### src/design/nmea_rmc_sentence_parser_top_assert.svh
// Assertion macros for the NMEA RMC sentence parser.
// Included by nmea_rmc_sentence_parser_top; no other dependencies.
`ifndef NMEA_RMC_SENTENCE_PARSER_TOP_ASSERT_SVH
`define NMEA_RMC_SENTENCE_PARSER_TOP_ASSERT_SVH
`ifndef SYNTHESIS
// Condition must hold at every clock edge outside reset
`define NRMC_ASSERT_ALWAYS(lbl, clk, rstn, cond) \
  lbl: assert property (@(posedge clk) disable iff (!rstn) (cond)) \
    else $error("nrmc assertion failed");
// Consequent must hold whenever the antecedent holds
`define NRMC_ASSERT_IMPLY(lbl, clk, rstn, ante, cons) \
  lbl: assert property (@(posedge clk) disable iff (!rstn) (ante) |-> (cons)) \
    else $error("nrmc assertion failed");
`else
`define NRMC_ASSERT_ALWAYS(lbl, clk, rstn, cond)
`define NRMC_ASSERT_IMPLY(lbl, clk, rstn, ante, cons)
`endif
`endif

### src/design/nrmc_pkg.sv
// Shared types, constants and decode tables of the NMEA RMC sentence parser.
// No dependencies; used by nrmc_parse, nrmc_commit and the top level.
package nrmc_pkg;

  // Field layout limits
  localparam int unsigned FIELD_CHARS        = 32;
  localparam int unsigned MINUTE_FRAC_DIGITS = 4;
  localparam int unsigned LAT_DEG_DIGITS     = 2;
  localparam int unsigned LON_DEG_DIGITS     = 3;
  localparam int unsigned TIME_FRAC_DIGITS   = 2;

  // Saturation limits
  localparam logic [29:0] ACC_CAP  = 30'h3FFF_FFFF;
  localparam logic [48:0] TIME_MAX = 49'd99999999;
  localparam logic [48:0] LAT_MAX  = 49'd999999999;
  localparam logic [48:0] LON_MAX  = 49'd9999999999;
  localparam logic [29:0] DATE_MAX = 30'd999999;

  // Arithmetic constants: divide by three via reciprocal, degree scale 1e7
  localparam logic [31:0] RECIP3    = 32'hAAAA_AAAB;
  localparam logic [23:0] DEG_SCALE = 24'd10000000;

  // Characters
  localparam logic [7:0] CH_LF    = 8'h0A;
  localparam logic [7:0] CH_NUL   = 8'h00;
  localparam logic [7:0] CH_COMMA = 8'h2C;
  localparam logic [7:0] CH_DOT   = 8'h2E;
  localparam logic [7:0] CH_ZERO  = 8'h30;
  localparam logic [7:0] CH_NINE  = 8'h39;
  localparam logic [7:0] CH_A     = 8'h41;
  localparam logic [7:0] CH_V     = 8'h56;
  localparam logic [7:0] CH_N     = 8'h4E;
  localparam logic [7:0] CH_S     = 8'h53;
  localparam logic [7:0] CH_E     = 8'h45;
  localparam logic [7:0] CH_W     = 8'h57;

  // Sentence headers, first character in the top byte
  localparam logic [47:0] HDR_TXT = 48'h2447_5054_5854;
  localparam logic [47:0] HDR_RMC = 48'h2447_5052_4D43;
  localparam logic [47:0] HDR_VTG = 48'h2447_5056_5447;
  localparam logic [47:0] HDR_GGA = 48'h2447_5047_4741;
  localparam logic [47:0] HDR_GSA = 48'h2447_5047_5341;
  localparam logic [47:0] HDR_GSV = 48'h2447_5047_5356;
  localparam logic [47:0] HDR_GLL = 48'h2447_5047_4C4C;
  localparam logic [2:0]  HDR_LEN = 3'd6;

  // RMC field numbers
  localparam logic [4:0] FLD_TIME   = 5'd1;
  localparam logic [4:0] FLD_STATUS = 5'd2;
  localparam logic [4:0] FLD_LAT    = 5'd3;
  localparam logic [4:0] FLD_NS     = 5'd4;
  localparam logic [4:0] FLD_LON    = 5'd5;
  localparam logic [4:0] FLD_EW     = 5'd6;
  localparam logic [4:0] FLD_DATE   = 5'd9;
  localparam logic [4:0] FLD_LAST   = 5'd31;

  typedef enum logic [2:0] {
    KIND_UNKNOWN = 3'd0,
    KIND_TXT     = 3'd1,
    KIND_RMC     = 3'd2,
    KIND_VTG     = 3'd3,
    KIND_GGA     = 3'd4,
    KIND_GSA     = 3'd5,
    KIND_GSV     = 3'd6,
    KIND_GLL     = 3'd7
  } kind_e;

  // Snapshot of one field handed from the byte parser to the commit pipeline
  typedef struct packed {
    logic [4:0]  fnum;
    logic [29:0] acc;
    logic [9:0]  deg;
    logic [2:0]  frac;
    logic        val_seen;
    logic        deg_seen;
    logic        commit;   // line is RMC, so the field updates the stored values
    logic        eol;      // line end: emit a result after the commit
    kind_e       kind;
  } token_t;

  // Classify a line by its header
  function automatic kind_e kind_of(input logic [47:0] hdr, input logic [2:0] cnt);
    kind_e k;
    k = KIND_UNKNOWN;
    if (cnt == HDR_LEN) begin
      unique case (hdr)
        HDR_TXT: k = KIND_TXT;
        HDR_RMC: k = KIND_RMC;
        HDR_VTG: k = KIND_VTG;
        HDR_GGA: k = KIND_GGA;
        HDR_GSA: k = KIND_GSA;
        HDR_GSV: k = KIND_GSV;
        HDR_GLL: k = KIND_GLL;
        default: k = KIND_UNKNOWN;
      endcase
    end
    return k;
  endfunction

  // Time scale 10^(2 - frac)
  function automatic logic [18:0] time_scale(input logic [2:0] frac);
    logic [18:0] s;
    unique case (frac)
      3'd0:    s = 19'd100;
      3'd1:    s = 19'd10;
      default: s = 19'd1;
    endcase
    return s;
  endfunction

  // Position scale K = 5 * 10^(5 - frac); minutes*10^(7-frac)/60 = acc*K/3
  function automatic logic [18:0] pos_scale(input logic [2:0] frac);
    logic [18:0] s;
    unique case (frac)
      3'd0:    s = 19'd500000;
      3'd1:    s = 19'd50000;
      3'd2:    s = 19'd5000;
      3'd3:    s = 19'd500;
      3'd4:    s = 19'd50;
      default: s = 19'd5;
    endcase
    return s;
  endfunction

  // floor(r * K / 3) for the remainder r of acc / 3
  function automatic logic [18:0] pos_rem(input logic [1:0] r, input logic [2:0] frac);
    logic [18:0] one;
    logic [18:0] two;
    unique case (frac)
      3'd0:    begin one = 19'd166666; two = 19'd333333; end
      3'd1:    begin one = 19'd16666;  two = 19'd33333;  end
      3'd2:    begin one = 19'd1666;   two = 19'd3333;   end
      3'd3:    begin one = 19'd166;    two = 19'd333;    end
      3'd4:    begin one = 19'd16;     two = 19'd33;     end
      default: begin one = 19'd1;      two = 19'd3;      end
    endcase
    return (r == 2'd1) ? one : ((r == 2'd2) ? two : 19'd0);
  endfunction

endpackage

### src/design/nrmc_parse.sv
// Byte parser: header capture, field split and per-field decimal accumulation.
// Depends on nrmc_pkg; emits one token per comma of an RMC line and per line end.
module nrmc_parse (
  input  logic            clk_i,
  input  logic            rst_ni,
  input  logic            accept_i,
  input  logic [7:0]      char_i,
  output logic            tok_valid_o,
  output nrmc_pkg::token_t tok_o
);

  logic [47:0] hdr_q, hdr_d;
  logic [2:0]  cil_q, cil_d;
  logic [4:0]  fnum_q, fnum_d;
  logic [5:0]  cif_q, cif_d;
  logic [29:0] acc_q, acc_d;
  logic [9:0]  deg_q, deg_d;
  logic [2:0]  frac_q, frac_d;
  logic        vseen_q, vseen_d;
  logic        vstop_q, vstop_d;
  logic        infrac_q, infrac_d;
  logic        dseen_q, dseen_d;
  logic        dstop_q, dstop_d;

  logic        is_eol, is_comma, is_digit, is_rmc;
  logic [3:0]  dig;
  logic [33:0] acc_x10;
  logic [29:0] acc_next;
  logic [12:0] deg_x10;
  logic        use_deg, use_val, use_chr;
  logic [2:0]  vmax;

  // Classify the byte and prepare the accumulator steps
  always_comb begin
    is_eol   = (char_i == nrmc_pkg::CH_LF) || (char_i == nrmc_pkg::CH_NUL);
    is_comma = (char_i == nrmc_pkg::CH_COMMA);
    is_digit = (char_i >= nrmc_pkg::CH_ZERO) && (char_i <= nrmc_pkg::CH_NINE);
    is_rmc   = (cil_q == nrmc_pkg::HDR_LEN) && (hdr_q == nrmc_pkg::HDR_RMC);
    dig      = char_i[3:0];
    acc_x10  = {1'b0, acc_q, 3'b000} + {3'b000, acc_q, 1'b0} + {30'd0, dig};
    acc_next = (acc_x10 > {4'd0, nrmc_pkg::ACC_CAP}) ? nrmc_pkg::ACC_CAP : acc_x10[29:0];
    deg_x10  = {deg_q, 3'b000} + {2'b00, deg_q, 1'b0} + {9'd0, dig};
    use_deg  = ((fnum_q == nrmc_pkg::FLD_LAT) &&
                (cif_q < 6'(nrmc_pkg::LAT_DEG_DIGITS))) ||
               ((fnum_q == nrmc_pkg::FLD_LON) &&
                (cif_q < 6'(nrmc_pkg::LON_DEG_DIGITS)));
    use_val  = (fnum_q == nrmc_pkg::FLD_TIME) || (fnum_q == nrmc_pkg::FLD_DATE) ||
               (((fnum_q == nrmc_pkg::FLD_LAT) || (fnum_q == nrmc_pkg::FLD_LON)) && !use_deg);
    use_chr  = (fnum_q == nrmc_pkg::FLD_STATUS) || (fnum_q == nrmc_pkg::FLD_NS) ||
               (fnum_q == nrmc_pkg::FLD_EW);
    if (fnum_q == nrmc_pkg::FLD_TIME) begin
      vmax = 3'(nrmc_pkg::TIME_FRAC_DIGITS);
    end else if (fnum_q == nrmc_pkg::FLD_DATE) begin
      vmax = 3'd0;
    end else begin
      vmax = 3'(nrmc_pkg::MINUTE_FRAC_DIGITS);
    end
  end

  // Next state of the line and field parser
  always_comb begin
    hdr_d    = hdr_q;
    cil_d    = cil_q;
    fnum_d   = fnum_q;
    cif_d    = cif_q;
    acc_d    = acc_q;
    deg_d    = deg_q;
    frac_d   = frac_q;
    vseen_d  = vseen_q;
    vstop_d  = vstop_q;
    infrac_d = infrac_q;
    dseen_d  = dseen_q;
    dstop_d  = dstop_q;
    if (is_eol) begin
      hdr_d    = '0;
      cil_d    = '0;
      fnum_d   = '0;
      cif_d    = '0;
      acc_d    = '0;
      deg_d    = '0;
      frac_d   = '0;
      vseen_d  = 1'b0;
      vstop_d  = 1'b0;
      infrac_d = 1'b0;
      dseen_d  = 1'b0;
      dstop_d  = 1'b0;
    end else begin
      // Shift the byte into the header until six are held
      if (cil_q < nrmc_pkg::HDR_LEN) begin
        hdr_d = {hdr_q[39:0], char_i};
        cil_d = cil_q + 3'd1;
      end
      if (is_comma) begin
        // Close the field and start the next one
        if (fnum_q != nrmc_pkg::FLD_LAST) begin
          fnum_d = fnum_q + 5'd1;
        end
        cif_d    = '0;
        acc_d    = '0;
        deg_d    = '0;
        frac_d   = '0;
        vseen_d  = 1'b0;
        vstop_d  = 1'b0;
        infrac_d = 1'b0;
        dseen_d  = 1'b0;
        dstop_d  = 1'b0;
      end else begin
        if (cif_q < 6'(nrmc_pkg::FIELD_CHARS - 1)) begin
          // Value part: integer digits, one dot, truncated fraction digits
          if (use_val && !vstop_q) begin
            if (is_digit) begin
              if (!infrac_q) begin
                acc_d = acc_next;
              end else if (frac_q < vmax) begin
                acc_d  = acc_next;
                frac_d = frac_q + 3'd1;
              end
              vseen_d = 1'b1;
            end else if ((char_i == nrmc_pkg::CH_DOT) && !infrac_q && (vmax != 3'd0)) begin
              infrac_d = 1'b1;
            end else begin
              vstop_d = 1'b1;
            end
          end
          // Degree part of a position field
          if (use_deg && !dstop_q) begin
            if (is_digit) begin
              deg_d   = deg_x10[9:0];
              dseen_d = 1'b1;
            end else begin
              dstop_d = 1'b1;
            end
          end
          // Letter fields keep their first byte
          if (use_chr && (cif_q == 6'd0)) begin
            acc_d = {22'd0, char_i};
          end
        end
        if (cif_q != 6'h3F) begin
          cif_d = cif_q + 6'd1;
        end
      end
    end
  end

  // Hand the closed field to the commit pipeline
  always_comb begin
    tok_valid_o    = accept_i && (is_eol || (is_comma && is_rmc));
    tok_o.fnum     = fnum_q;
    tok_o.acc      = acc_q;
    tok_o.deg      = deg_q;
    tok_o.frac     = frac_q;
    tok_o.val_seen = vseen_q;
    tok_o.deg_seen = dseen_q;
    tok_o.commit   = is_rmc;
    tok_o.eol      = is_eol;
    tok_o.kind     = nrmc_pkg::kind_of(hdr_q, cil_q);
  end

  // Advance the parser on every accepted item
  always_ff @(posedge clk_i or negedge rst_ni) begin
    if (!rst_ni) begin
      hdr_q    <= '0;
      cil_q    <= '0;
      fnum_q   <= '0;
      cif_q    <= '0;
      acc_q    <= '0;
      deg_q    <= '0;
      frac_q   <= '0;
      vseen_q  <= 1'b0;
      vstop_q  <= 1'b0;
      infrac_q <= 1'b0;
      dseen_q  <= 1'b0;
      dstop_q  <= 1'b0;
    end else if (accept_i) begin
      hdr_q    <= hdr_d;
      cil_q    <= cil_d;
      fnum_q   <= fnum_d;
      cif_q    <= cif_d;
      acc_q    <= acc_d;
      deg_q    <= deg_d;
      frac_q   <= frac_d;
      vseen_q  <= vseen_d;
      vstop_q  <= vstop_d;
      infrac_q <= infrac_d;
      dseen_q  <= dseen_d;
      dstop_q  <= dstop_d;
    end
  end

endmodule

### src/design/nrmc_commit.sv
// Commit pipeline: scales closed RMC fields, updates the stored fix values and
// holds the result register. Depends on nrmc_pkg.
module nrmc_commit (
  input  logic             clk_i,
  input  logic             rst_ni,
  input  logic             tok_valid_i,
  input  nrmc_pkg::token_t tok_i,
  output logic             tok_ready_o,
  output logic             res_valid_o,
  input  logic             res_ready_i,
  output logic [2:0]       res_kind_o,
  output logic             res_fix_o,
  output logic [26:0]      res_time_o,
  output logic [29:0]      res_lat_o,
  output logic             res_south_o,
  output logic [33:0]      res_lon_o,
  output logic             res_west_o,
  output logic [19:0]      res_date_o
);

  // Stage valids and handshake
  logic v1_q, v2_q, v3_q, o_valid_q;
  logic o_free, adv3, rdy1, rdy2, rdy3;

  nrmc_pkg::token_t tok1_q, tok2_q, tok3_q;

  // Stage 1: divide the minutes accumulator by three, scale degrees
  logic [61:0] recip_prod;
  logic [28:0] q3;
  logic [29:0] q3x3;
  logic [1:0]  r3;
  logic [33:0] dege7_s1;
  logic [28:0] q_q;
  logic [1:0]  r_q;
  logic [33:0] dege7_q, dege7_s2_q;

  // Stage 2: the one general product
  logic [29:0] mul_a;
  logic [18:0] mul_b;
  logic [48:0] prod_d, prod_q;
  logic [18:0] rterm_d, rterm_q;

  // Stage 3: final values and the stored fix
  logic [48:0] pos;
  logic [26:0] time_v;
  logic [29:0] lat_v;
  logic [33:0] lon_v;
  logic [19:0] date_v;

  logic        st_fix_q, st_fix_d;
  logic        st_south_q, st_south_d;
  logic        st_west_q, st_west_d;
  logic [26:0] st_time_q, st_time_d;
  logic [29:0] st_lat_q, st_lat_d;
  logic [33:0] st_lon_q, st_lon_d;
  logic [19:0] st_date_q, st_date_d;

  logic [2:0]  o_kind_q;
  logic        o_fix_q, o_south_q, o_west_q;
  logic [26:0] o_time_q;
  logic [29:0] o_lat_q;
  logic [33:0] o_lon_q;
  logic [19:0] o_date_q;

  // Stall only when a line end meets a full result register
  always_comb begin
    o_free      = !o_valid_q || res_ready_i;
    adv3        = v3_q && (!tok3_q.eol || o_free);
    rdy3        = !v3_q || adv3;
    rdy2        = !v2_q || rdy3;
    rdy1        = !v1_q || rdy2;
    tok_ready_o = rdy1;
  end

  // Stage 1 arithmetic
  always_comb begin
    recip_prod = 62'(tok1_q.acc) * 62'(nrmc_pkg::RECIP3);
    q3         = recip_prod[61:33];
    q3x3       = {q3, 1'b0} + {1'b0, q3};
    r3         = 2'(tok1_q.acc - q3x3);
    dege7_s1   = 34'(tok1_q.deg) * 34'(nrmc_pkg::DEG_SCALE);
  end

  // Stage 2 arithmetic: time uses the raw value, positions the quotient
  always_comb begin
    if (tok2_q.fnum == nrmc_pkg::FLD_TIME) begin
      mul_a = tok2_q.acc;
      mul_b = nrmc_pkg::time_scale(tok2_q.frac);
    end else begin
      mul_a = {1'b0, q_q};
      mul_b = nrmc_pkg::pos_scale(tok2_q.frac);
    end
    prod_d  = 49'(mul_a) * 49'(mul_b);
    rterm_d = nrmc_pkg::pos_rem(r_q, tok2_q.frac);
  end

  // Stage 3: saturate and update the stored fix values
  always_comb begin
    pos    = prod_q + {30'd0, rterm_q} + {15'd0, dege7_s2_q};
    time_v = (prod_q > nrmc_pkg::TIME_MAX) ? 27'(nrmc_pkg::TIME_MAX) : prod_q[26:0];
    lat_v  = (pos > nrmc_pkg::LAT_MAX) ? 30'(nrmc_pkg::LAT_MAX) : pos[29:0];
    lon_v  = (pos > nrmc_pkg::LON_MAX) ? 34'(nrmc_pkg::LON_MAX) : pos[33:0];
    date_v = (tok3_q.acc > nrmc_pkg::DATE_MAX) ? 20'(nrmc_pkg::DATE_MAX) : tok3_q.acc[19:0];

    st_fix_d   = st_fix_q;
    st_south_d = st_south_q;
    st_west_d  = st_west_q;
    st_time_d  = st_time_q;
    st_lat_d   = st_lat_q;
    st_lon_d   = st_lon_q;
    st_date_d  = st_date_q;
    if (adv3 && tok3_q.commit) begin
      unique case (tok3_q.fnum)
        nrmc_pkg::FLD_TIME: begin
          if (tok3_q.val_seen) st_time_d = time_v;
        end
        nrmc_pkg::FLD_STATUS: begin
          if (tok3_q.acc == 30'(nrmc_pkg::CH_A)) st_fix_d = 1'b1;
          else if (tok3_q.acc == 30'(nrmc_pkg::CH_V)) st_fix_d = 1'b0;
        end
        nrmc_pkg::FLD_LAT: begin
          if (tok3_q.val_seen && tok3_q.deg_seen) st_lat_d = lat_v;
        end
        nrmc_pkg::FLD_NS: begin
          if (tok3_q.acc == 30'(nrmc_pkg::CH_N)) st_south_d = 1'b0;
          else if (tok3_q.acc == 30'(nrmc_pkg::CH_S)) st_south_d = 1'b1;
        end
        nrmc_pkg::FLD_LON: begin
          if (tok3_q.val_seen && tok3_q.deg_seen) st_lon_d = lon_v;
        end
        nrmc_pkg::FLD_EW: begin
          if (tok3_q.acc == 30'(nrmc_pkg::CH_E)) st_west_d = 1'b0;
          else if (tok3_q.acc == 30'(nrmc_pkg::CH_W)) st_west_d = 1'b1;
        end
        nrmc_pkg::FLD_DATE: begin
          if (tok3_q.val_seen) st_date_d = date_v;
        end
        default: ;
      endcase
    end
  end

  // Control: stage valids, result valid and the stored fix values
  always_ff @(posedge clk_i or negedge rst_ni) begin
    if (!rst_ni) begin
      v1_q       <= 1'b0;
      v2_q       <= 1'b0;
      v3_q       <= 1'b0;
      o_valid_q  <= 1'b0;
      st_fix_q   <= 1'b0;
      st_south_q <= 1'b0;
      st_west_q  <= 1'b0;
      st_time_q  <= '0;
      st_lat_q   <= '0;
      st_lon_q   <= '0;
      st_date_q  <= '0;
    end else begin
      if (rdy1) v1_q <= tok_valid_i;
      if (rdy2) v2_q <= v1_q;
      if (rdy3) v3_q <= v2_q;
      if (adv3 && tok3_q.eol) begin
        o_valid_q <= 1'b1;
      end else if (res_ready_i) begin
        o_valid_q <= 1'b0;
      end
      st_fix_q   <= st_fix_d;
      st_south_q <= st_south_d;
      st_west_q  <= st_west_d;
      st_time_q  <= st_time_d;
      st_lat_q   <= st_lat_d;
      st_lon_q   <= st_lon_d;
      st_date_q  <= st_date_d;
    end
  end

  // Payload: advance the stages, load the result at a line end
  always_ff @(posedge clk_i) begin
    if (rdy1 && tok_valid_i) begin
      tok1_q <= tok_i;
    end
    if (rdy2 && v1_q) begin
      tok2_q  <= tok1_q;
      q_q     <= q3;
      r_q     <= r3;
      dege7_q <= dege7_s1;
    end
    if (rdy3 && v2_q) begin
      tok3_q     <= tok2_q;
      prod_q     <= prod_d;
      rterm_q    <= rterm_d;
      dege7_s2_q <= dege7_q;
    end
    if (adv3 && tok3_q.eol) begin
      o_kind_q  <= tok3_q.kind;
      o_fix_q   <= st_fix_d;
      o_time_q  <= st_time_d;
      o_lat_q   <= st_lat_d;
      o_south_q <= st_south_d;
      o_lon_q   <= st_lon_d;
      o_west_q  <= st_west_d;
      o_date_q  <= st_date_d;
    end
  end

  assign res_valid_o = o_valid_q;
  assign res_kind_o  = o_kind_q;
  assign res_fix_o   = o_fix_q;
  assign res_time_o  = o_time_q;
  assign res_lat_o   = o_lat_q;
  assign res_south_o = o_south_q;
  assign res_lon_o   = o_lon_q;
  assign res_west_o  = o_west_q;
  assign res_date_o  = o_date_q;

endmodule

### src/design/nmea_rmc_sentence_parser_top.sv
// NMEA RMC sentence parser: one byte per cycle; a line end byte yields its result
// through commit stages 1 to 3, then the result register.
// One byte every cycle, but the input stalls when a line end meets a full result register.
// Reset (rst_ni low, asynchronous) clears the parser, the pipeline valids and
// the stored fix values (time, date, position zero, north, east, void).
// Depends on nrmc_pkg, nrmc_parse, nrmc_commit and the assertion macro header.
`include "nmea_rmc_sentence_parser_top_assert.svh"

module nmea_rmc_sentence_parser_top (
  input  logic         clk_i,
  input  logic         rst_ni,
  input  logic         s_axis_tvalid_i,
  output logic         s_axis_tready_o,
  input  logic [7:0]   s_axis_tdata_i,   // [7:0] in_char
  output logic         m_axis_tvalid_o,
  input  logic         m_axis_tready_i,
  // [0] fix_active, [27:1] utc_time, [57:28] latitude_e7, [58] lat_is_south,
  // [92:59] longitude_e7, [93] lon_west, [113:94] date_ddmmyy, [119:114] zero
  output logic [119:0] m_axis_tdata_o,
  output logic [2:0]   m_axis_tuser_o    // [2:0] sentence_kind
);

  logic             accept;
  logic             tok_valid;
  nrmc_pkg::token_t tok;

  logic        res_fix, res_south, res_west;
  logic [26:0] res_time;
  logic [29:0] res_lat;
  logic [33:0] res_lon;
  logic [19:0] res_date;
  logic        res_in_range;

  assign accept = s_axis_tvalid_i && s_axis_tready_o;

  nrmc_parse u_parse (
    .clk_i       (clk_i),
    .rst_ni      (rst_ni),
    .accept_i    (accept),
    .char_i      (s_axis_tdata_i),
    .tok_valid_o (tok_valid),
    .tok_o       (tok)
  );

  nrmc_commit u_commit (
    .clk_i       (clk_i),
    .rst_ni      (rst_ni),
    .tok_valid_i (tok_valid),
    .tok_i       (tok),
    .tok_ready_o (s_axis_tready_o),
    .res_valid_o (m_axis_tvalid_o),
    .res_ready_i (m_axis_tready_i),
    .res_kind_o  (m_axis_tuser_o),
    .res_fix_o   (res_fix),
    .res_time_o  (res_time),
    .res_lat_o   (res_lat),
    .res_south_o (res_south),
    .res_lon_o   (res_lon),
    .res_west_o  (res_west),
    .res_date_o  (res_date)
  );

  // Pack the result fields, lowest field first
  assign m_axis_tdata_o = {6'd0, res_date, res_west, res_lon, res_south, res_lat,
                           res_time, res_fix};

  // Range check of the result values
  assign res_in_range = (res_time <= 27'(nrmc_pkg::TIME_MAX)) &&
                        (res_lat <= 30'(nrmc_pkg::LAT_MAX)) &&
                        (res_lon <= 34'(nrmc_pkg::LON_MAX)) &&
                        (res_date <= 20'(nrmc_pkg::DATE_MAX));

  // Tokens only come from accepted items
  `NRMC_ASSERT_IMPLY(a_tok_on_accept, clk_i, rst_ni, tok_valid, accept)
  // Comma tokens are raised for RMC lines only
  `NRMC_ASSERT_IMPLY(a_comma_tok_rmc, clk_i, rst_ni, tok_valid && !tok.eol, tok.commit)
  // Result values stay within their ranges
  `NRMC_ASSERT_IMPLY(a_res_range, clk_i, rst_ni, m_axis_tvalid_o, res_in_range)
  // Padding bits of the result stay zero
  `NRMC_ASSERT_ALWAYS(a_pad_zero, clk_i, rst_ni, m_axis_tdata_o[119:114] == 6'd0)

endmodule
### config.mk
export PLATFORM = sky130hd
export DESIGN_NAME = nmea_rmc_sentence_parser_top
export DESIGN_NICKNAME = d
export VERILOG_FILES = /design/src/design/nrmc_pkg.sv /design/src/design/nrmc_parse.sv /design/src/design/nrmc_commit.sv /design/src/design/nmea_rmc_sentence_parser_top.sv
export VERILOG_INCLUDE_DIRS = /design/src /design/src/design
export SDC_FILE = /design/constraint.sdc
export NUM_CORES = 2
export LEC_CHECK = 0
export BUFFER_PORTS_ARGS = -buffer_cell sky130_fd_sc_hd__buf_2
export CAP_MARGIN = 10
export CORE_ASPECT_RATIO = 1.4
export CORE_UTILIZATION = 46
export CTS_CLUSTER_SIZE = 8
export DETAILED_ROUTE_END_ITERATION = 10
export MAX_ROUTING_LAYER = met4
export PLACE_DENSITY = 0.7
export SYNTH_ARGS = -nofsm -noshare
export SYNTH_HDL_FRONTEND = slang
export SYNTH_SLANG_ARGS = --single-unit
### constraint.sdc
create_clock -name clk_i -period 26.7 [get_ports clk_i]
set_input_delay 2.67 -clock clk_i [delete_from_list [all_inputs] [get_ports clk_i]]
set_output_delay 2.67 -clock clk_i [all_outputs]
set_load 0.01 [all_outputs]
After elaboration in Yosys (flattened, before gate mapping)
Index checks and enable logic that the tools add are counted.
{ "word_totals": {"inputBits": 12, "ff_bits": 640, "wordCells": 299, "out_inout_bits": 125} }
{ "op_classes": {"muxes": 98, "n_eq_ne": 43, "order_cmp": 12, "mul": 3, "n_reduce_logical": 70, "add_sub_neg": 12} }
{ "ops": {"columns": ["cell", "n"], "rows": [
  ["30-bit 2-to-1 mux", 14],
  ["48-bit by 46-bit equality test with 1-bit output, second input constant", 7],
  ["19-bit one-hot mux with 5 select lines", 2],
  ["30-bit by 7-bit equality test with 1-bit output, second input constant", 6],
  ["34-bit 2-to-1 mux", 4],
  ["27-bit 2-to-1 mux", 4],
  ["48-bit 2-to-1 mux", 2],
  ["18-bit one-hot mux with 5 select lines", 1],
  ["20-bit 2-to-1 mux", 4],
  ["30-bit by 32-bit multiplier with 62-bit output, second input constant", 1],
  ["19-bit 2-to-1 mux", 3],
  ["10-bit 2-to-1 mux", 5],
  ["49-bit by 19-bit adder with 49-bit output", 1],
  ["49-bit by 34-bit adder with 49-bit output", 1],
  ["49-bit by 27-bit greater-than comparator with 1-bit output, second input constant", 1],
  ["49-bit by 30-bit greater-than comparator with 1-bit output, second input constant", 1],
  ["49-bit by 34-bit greater-than comparator with 1-bit output, second input constant", 1],
  ["30-bit by 19-bit multiplier with 49-bit output", 1],
  ["1-bit 2-to-1 mux", 40],
  ["33-bit by 31-bit adder with 34-bit output", 1],
  ["34-bit by 4-bit adder with 34-bit output", 1],
  ["34-bit by 30-bit greater-than comparator with 1-bit output, second input constant", 1],
  ["3-bit 2-to-1 mux", 11],
  ["5-bit by 3-bit equality test with 1-bit output, second input constant", 6],
  ["46 further kinds", 119]
]} }

Longest topological paths before layout
{ "depth": {"depth_word": 12, "ltp_mapped": 32, "mapped_depth_nobuf": 30} }

Hierarchy
A second synthesis with hierarchy kept.
{ "unflattened": {"cells_unflattened": 5715, "hier_area_um2": 59305.6} }
{ "modules_own_cells": {"columns": ["mod", "n_inst", "area_per_inst_um2", "seq_area_each_um2", "cells_each"], "rows": [
  ["nrmc_commit", 1, 51488.1, 15234.6, 4796],
  ["nrmc_parse", 1, 7739.9, 2752.6, 908],
  ["nmea_rmc_sentence_parser_top", 1, 77.6, 0.0, 11]
]} }

Worst setup path after synthesis
No wires, ideal clock.
{ "synth_timing": {"path_type": "reg-to-reg", "start": "reg u_commit.tok2_q[54] in the netlist's numbering", "end": "reg u_commit.prod_q[36], data pin", "t_arrival_ps": 8130, "stages_incl_launch_ff": 29, "setup_time_ps": 258, "period_less_slack_ps": 8388, "slack_ps": 18312, "t_required_ps": 26442, "path_buffers": 3, "path_cell_list": "edfxtp_1 nor4_1 and2_1 clkbuf_1 buf_1 buf_1 mux2i_1 nor2_1 fa_1 inv_1 fa_1 fa_1 inv_1 fa_1 fa_1 inv_1 fa_1 inv_1 ha_1 a2111o_1 or4_1 o31ai_1 o32ai_1 o21ai_0 nand3b_1 a2111oi_0 o21bai_1 a21oi_1 xnor2_1"} }
{ "synth_via": {"elab_chain_cells": 3, "elab_cells_between_ends": 4, "classes_between": "1 x mul; 1 x eq/ne; 2 x mux"} }
{ "synth_lines": {"columns": ["element", "line", "source"], "rows": [
  ["start: declaration", "nrmc_commit.sv:25", "nrmc_pkg::token_t tok1_q, tok2_q, tok3_q;"],
  ["start signal: assignment", "nrmc_commit.sv:182", "tok2_q <= tok1_q;"],
  ["5-bit by 1-bit equality test with 1-bit output (*)", "nrmc_commit.sv:86", "if (tok2_q.fnum == nrmc_pkg::FLD_TIME) begin"],
  ["30-bit 2-to-1 mux / 19-bit 2-to-1 mux (equally long branches)", "nrmc_commit.sv:86", null],
  ["30-bit by 19-bit multiplier with 49-bit output (*)", "nrmc_commit.sv:93", "prod_d = 49'(mul_a) * 49'(mul_b);"],
  ["via u_commit.prod_d[36]", "nrmc_commit.sv:40", "logic [48:0] prod_d, prod_q;"],
  ["end signal: assignment", "nrmc_commit.sv:189", "prod_q <= prod_d;"],
  ["end: declaration", "nrmc_commit.sv:40", null]
]} }
Mark *: on every way through the listed nets, which the timed path passes. The rest lies on a longest branch.
A chain may end at the register's enable or synchronous reset.

Worst setup path in the final report
{ "layout_timing": {"start": "reg u_commit.tok2_q[54] in the netlist's numbering", "end": "reg u_commit.prod_q[46], data pin"} }
The elaborated chain is that of the path after synthesis.

==> metrics.md <==
| Metric | Value |
|---|---|
| Initial core utilization | 0.4649 |
| # fillers | 11230 |
| Simple-gate share of the synthesized area | 0.1164 |
| Tot GR Track Use | 0.2517 |
| Multiplexer share of the synthesized area | 0.005865 |
| Status | complete, no violations |
| WP data arrival | 9800 ps |
| Ratio of cells with drive above 1 in the final layout | 0.05882 |
| Avg WL per Cell | 20.64 um |
| Crit path top cell by count | fa_1 |
| Synth unique cells | 100 |
| Flop pwr share | 0.470 |
| Ys flop type | edfxtp_1 |
| Max H-tree Level | 3 |
| Final Critical Period | 9388 ps |
| Setup TNS Final | 0 ps |
| Yosys warnings | 0 |
| Hold-fix buffers at CTS | 0 |
| Clock share of power | 0.441 |
| Combinational share of power | 0.088 |
| Leakage power | 31.27 nW |
| Area grow syn2layout | 8.946% |
| P per Cell Area | 38.25 nW/um^2 |
| Die area | 129000 um^2 |
| Pre-Repair DR Iteration Count | 6 |
| Layout Skew | 75.12 ps |
| Post-synth EDFFs | 409 |
| PortBufs | 130 |
| Setup WS pre-CTS | 17410 ps |
| Final Slew Violations | 0 |
| Xor/xnor share of the synthesized area | 0.02548 |
| Synthesized flop and latch total | 637 |
| Max Buffers Root-to-Sink | 3 |
| Final period util | 0.3516 |
| Cell count after synthesis | 5644 |
| First-pass GRT wire length | 244.4 mm |
| DRC Markers | 0 |
| Row count | 154 |
| Post-CTS Setup Inserts | 0 |
| Ports | 137 |
| Register area share after synthesis | 0.3066 |
| Unrepaired setup endpoints after global routing | false |
| Psw | 0.6207 mW |
| Clock insertion delay at the later pin of the skew report | 730 ps |
| Fin util | 0.5065 |
| Post-DRT Antenna Nets | 0 |
| CTS tree | done |
| Total gr overflow | 0 |
| Required time worst endpoint | 27110 ps |
| Setup CP Type | reg2reg |
| DRT Wirelength | 154.5 mm |
| Initial antenna violation count | 2 |
| Worst-Margin Slew | 1205 ps |
| Placer congestion estimate | 1.013 |
| Inserted Clock Buffers | 90 |
| Total power | 2.445 mW |
| DRT iter0 DRCs | 3018 |
| NumNets Final | 7153 |
| DIE WIDTH | 303.8 um |
| Reg clk slew, reported paths | 50 ps |
| Clock Sink Count | 637 |
| Synth Area in Compound Gates | 0.08746 |
| Syn avg cell area | 10.40 um^2 |
| Int Pwr | 1.824 mW |
| MaxCap Viol Count | 0 |
| Root Buffer | clkbuf_16 |
| Worst Hold Class | reg2reg |
| CP Capture Type | register |
| Via count | 41190 |
| Switching part of the total | 0.2539 |
| Largest net degree at the start of global routing | 138 |
| Crit path largest cell delay | 520 ps |
| Main combinational cell family by area after synthesis | adder cells |
| Final hold violations | 0 |
| Setup-violating endpoint count in the final report | 0 |
| Synth Area in Adders | 0.3776 |
| HPWL after detailed placement | 125.9 mm |
| Commonest non-fill, non-tap cell in the layout | inv_1 |
| Fmax | 106.5 MHz |
| Slew HR | 0.1966 |
| Vias in the first global route | 43870 |
| Slowest CP cell | fa_1 |
| PostCTS Resize Cnt | 0 |
| Asr flop ratio synth | 0.3579 |
| Worst VDD drop | 55.24 uV |
| Core area | 126200 um^2 |
| Post-Syn Area | 58670 um^2 |
| Commonest non-fill, non-tap cells in the layout | inv_1 (1084), fa_1 (683), ha_1 (678) |
| Routed vias/inst | 5.501 |
| Vert. Die Dim | 424.6 um |
| CP max FO | 41 |
| Startpoint types | register |
| Setup ws final | 17310 ps |
[critical path, delay by kind of cell, from the launching register on]
family	cells	cell delay [ps]
adder cells (fa/ha/maj)	7	3330
buffers and inverters	7	1220
flip-flops	1	400
AO/OA/AOI/OAI	6	1660
AND/OR/NAND/NOR	10	2430
[flip-flops by register name (all words and copies together) (netlist names), 34 cells and up]
signal and flops:
u_parse.hdr_q 48, u_commit.st_lon_q 34, u_commit.prod_q 49, u_commit.tok1_q 55
u_commit.tok2_q 45, u_commit.tok3_q 42, u_commit.res_lon_o 34
[per-layer routing]
layer	up-vias	wire length [um]	GRT usage	share of wire
li1	18880	-	-	-
met1	20600	58920	0.2797	0.38
met2	1303	78730	0.4421	0.51
met3	409	7614	0.03010	0.049
met4	0	9255	0.1349	0.060
met5	-	0	-	0
[per-stage QoR]
stage	std cells	cell area [um^2]	hold WS, ps
final	7488	63920	369.1
after global routing	7487	63920	371.6
after CTS	7484	63900	366.7
after detailed placement	7324	61220	404.5
after global placement	7324	61220	401.2
after floorplan	5660	58730	400.3
[path summary, 6_finish.rpt]
path | end | slack, ps | start | cells past startpoint
max | u_commit.prod_q[46] | 17310 | u_commit.tok2_q[54] | 30
min | u_commit.tok2_q[6] | 370 | u_commit.tok1_q[6] | 0
max reg2reg | u_commit.prod_q[46] | 17310 | u_commit.tok2_q[54] | 30
min reg2reg | u_commit.tok2_q[6] | 370 | u_commit.tok1_q[6] | 0
max in group asynchronous | u_parse.deg_q[2] | 23320 | rst_ni | 2
min in group asynchronous | u_commit.st_lon_q[29] | 2000 | rst_ni | 1
[cells in the mapped netlist (all sizes together) (31+ instances only)]
cell type	count	area, um^2
edfxtp	409	12280
nand2	557	2093
inv	1085	4073
nand2b	32	200.2
o21ai	161	809.5
nor3	64	325.3
clkbuf	102	384.1
buf	46	261.5
mux2i	31	310.3
o22a	70	613.1
nand3	112	560.5
fa	683	13670
and3	34	212.7
nor2	354	1329
xnor2	104	918.4
dfrtp	228	5705
ha	678	8483
nand4	49	312.8
and2	91	569.3
nor2b	32	200.2
a21o	81	608.1
a21oi	181	913.4
xor2	65	576.8
[area by class of cell]
| cell class | count | area, um^2 | share of cell area |
|---|---|---|---|
| Timing Repair Buffer | 176 | 1018 | 0.01593 |
| Clock buffer | 151 | 2491 | 0.03897 |
| Tap cell | 1638 | 2049 | 0.03206 |
| Multi-Input combinational cell | 3790 | 36110 | 0.5649 |
| Inverter | 1085 | 4073 | 0.06371 |
| Clock inverter | 9 | 190.2 | 0.002975 |
| Sequential cell | 637 | 17990 | 0.2814 |
| Antenna cell | 2 | 5.005 | 0.00007830 |
[power by group through the flow]
stage | combinational, mW | sequential, mW | clock (mW)
after floorplan | 0.170 | 1.15 | 0
after global placement | 0.210 | 1.16 | 0
after detailed placement | 0.217 | 1.17 | 0
after CTS | 0.218 | 1.15 | 1.10
after global routing | 0.251 | 1.16 | 1.14
final | 0.216 | 1.15 | 1.08
[kinds of logic after synthesis]
kind of cell	Yosys count
flip-flops	637
XOR/XNOR	169
multiplexers	34
AO/OA/AOI/OAI	753
AND/OR/NAND/NOR	1455
other	2
adder cells (fa/ha/maj)	1361
buffers and inverters	1233
Note: power is estimated with default switching activity, not from simulation.
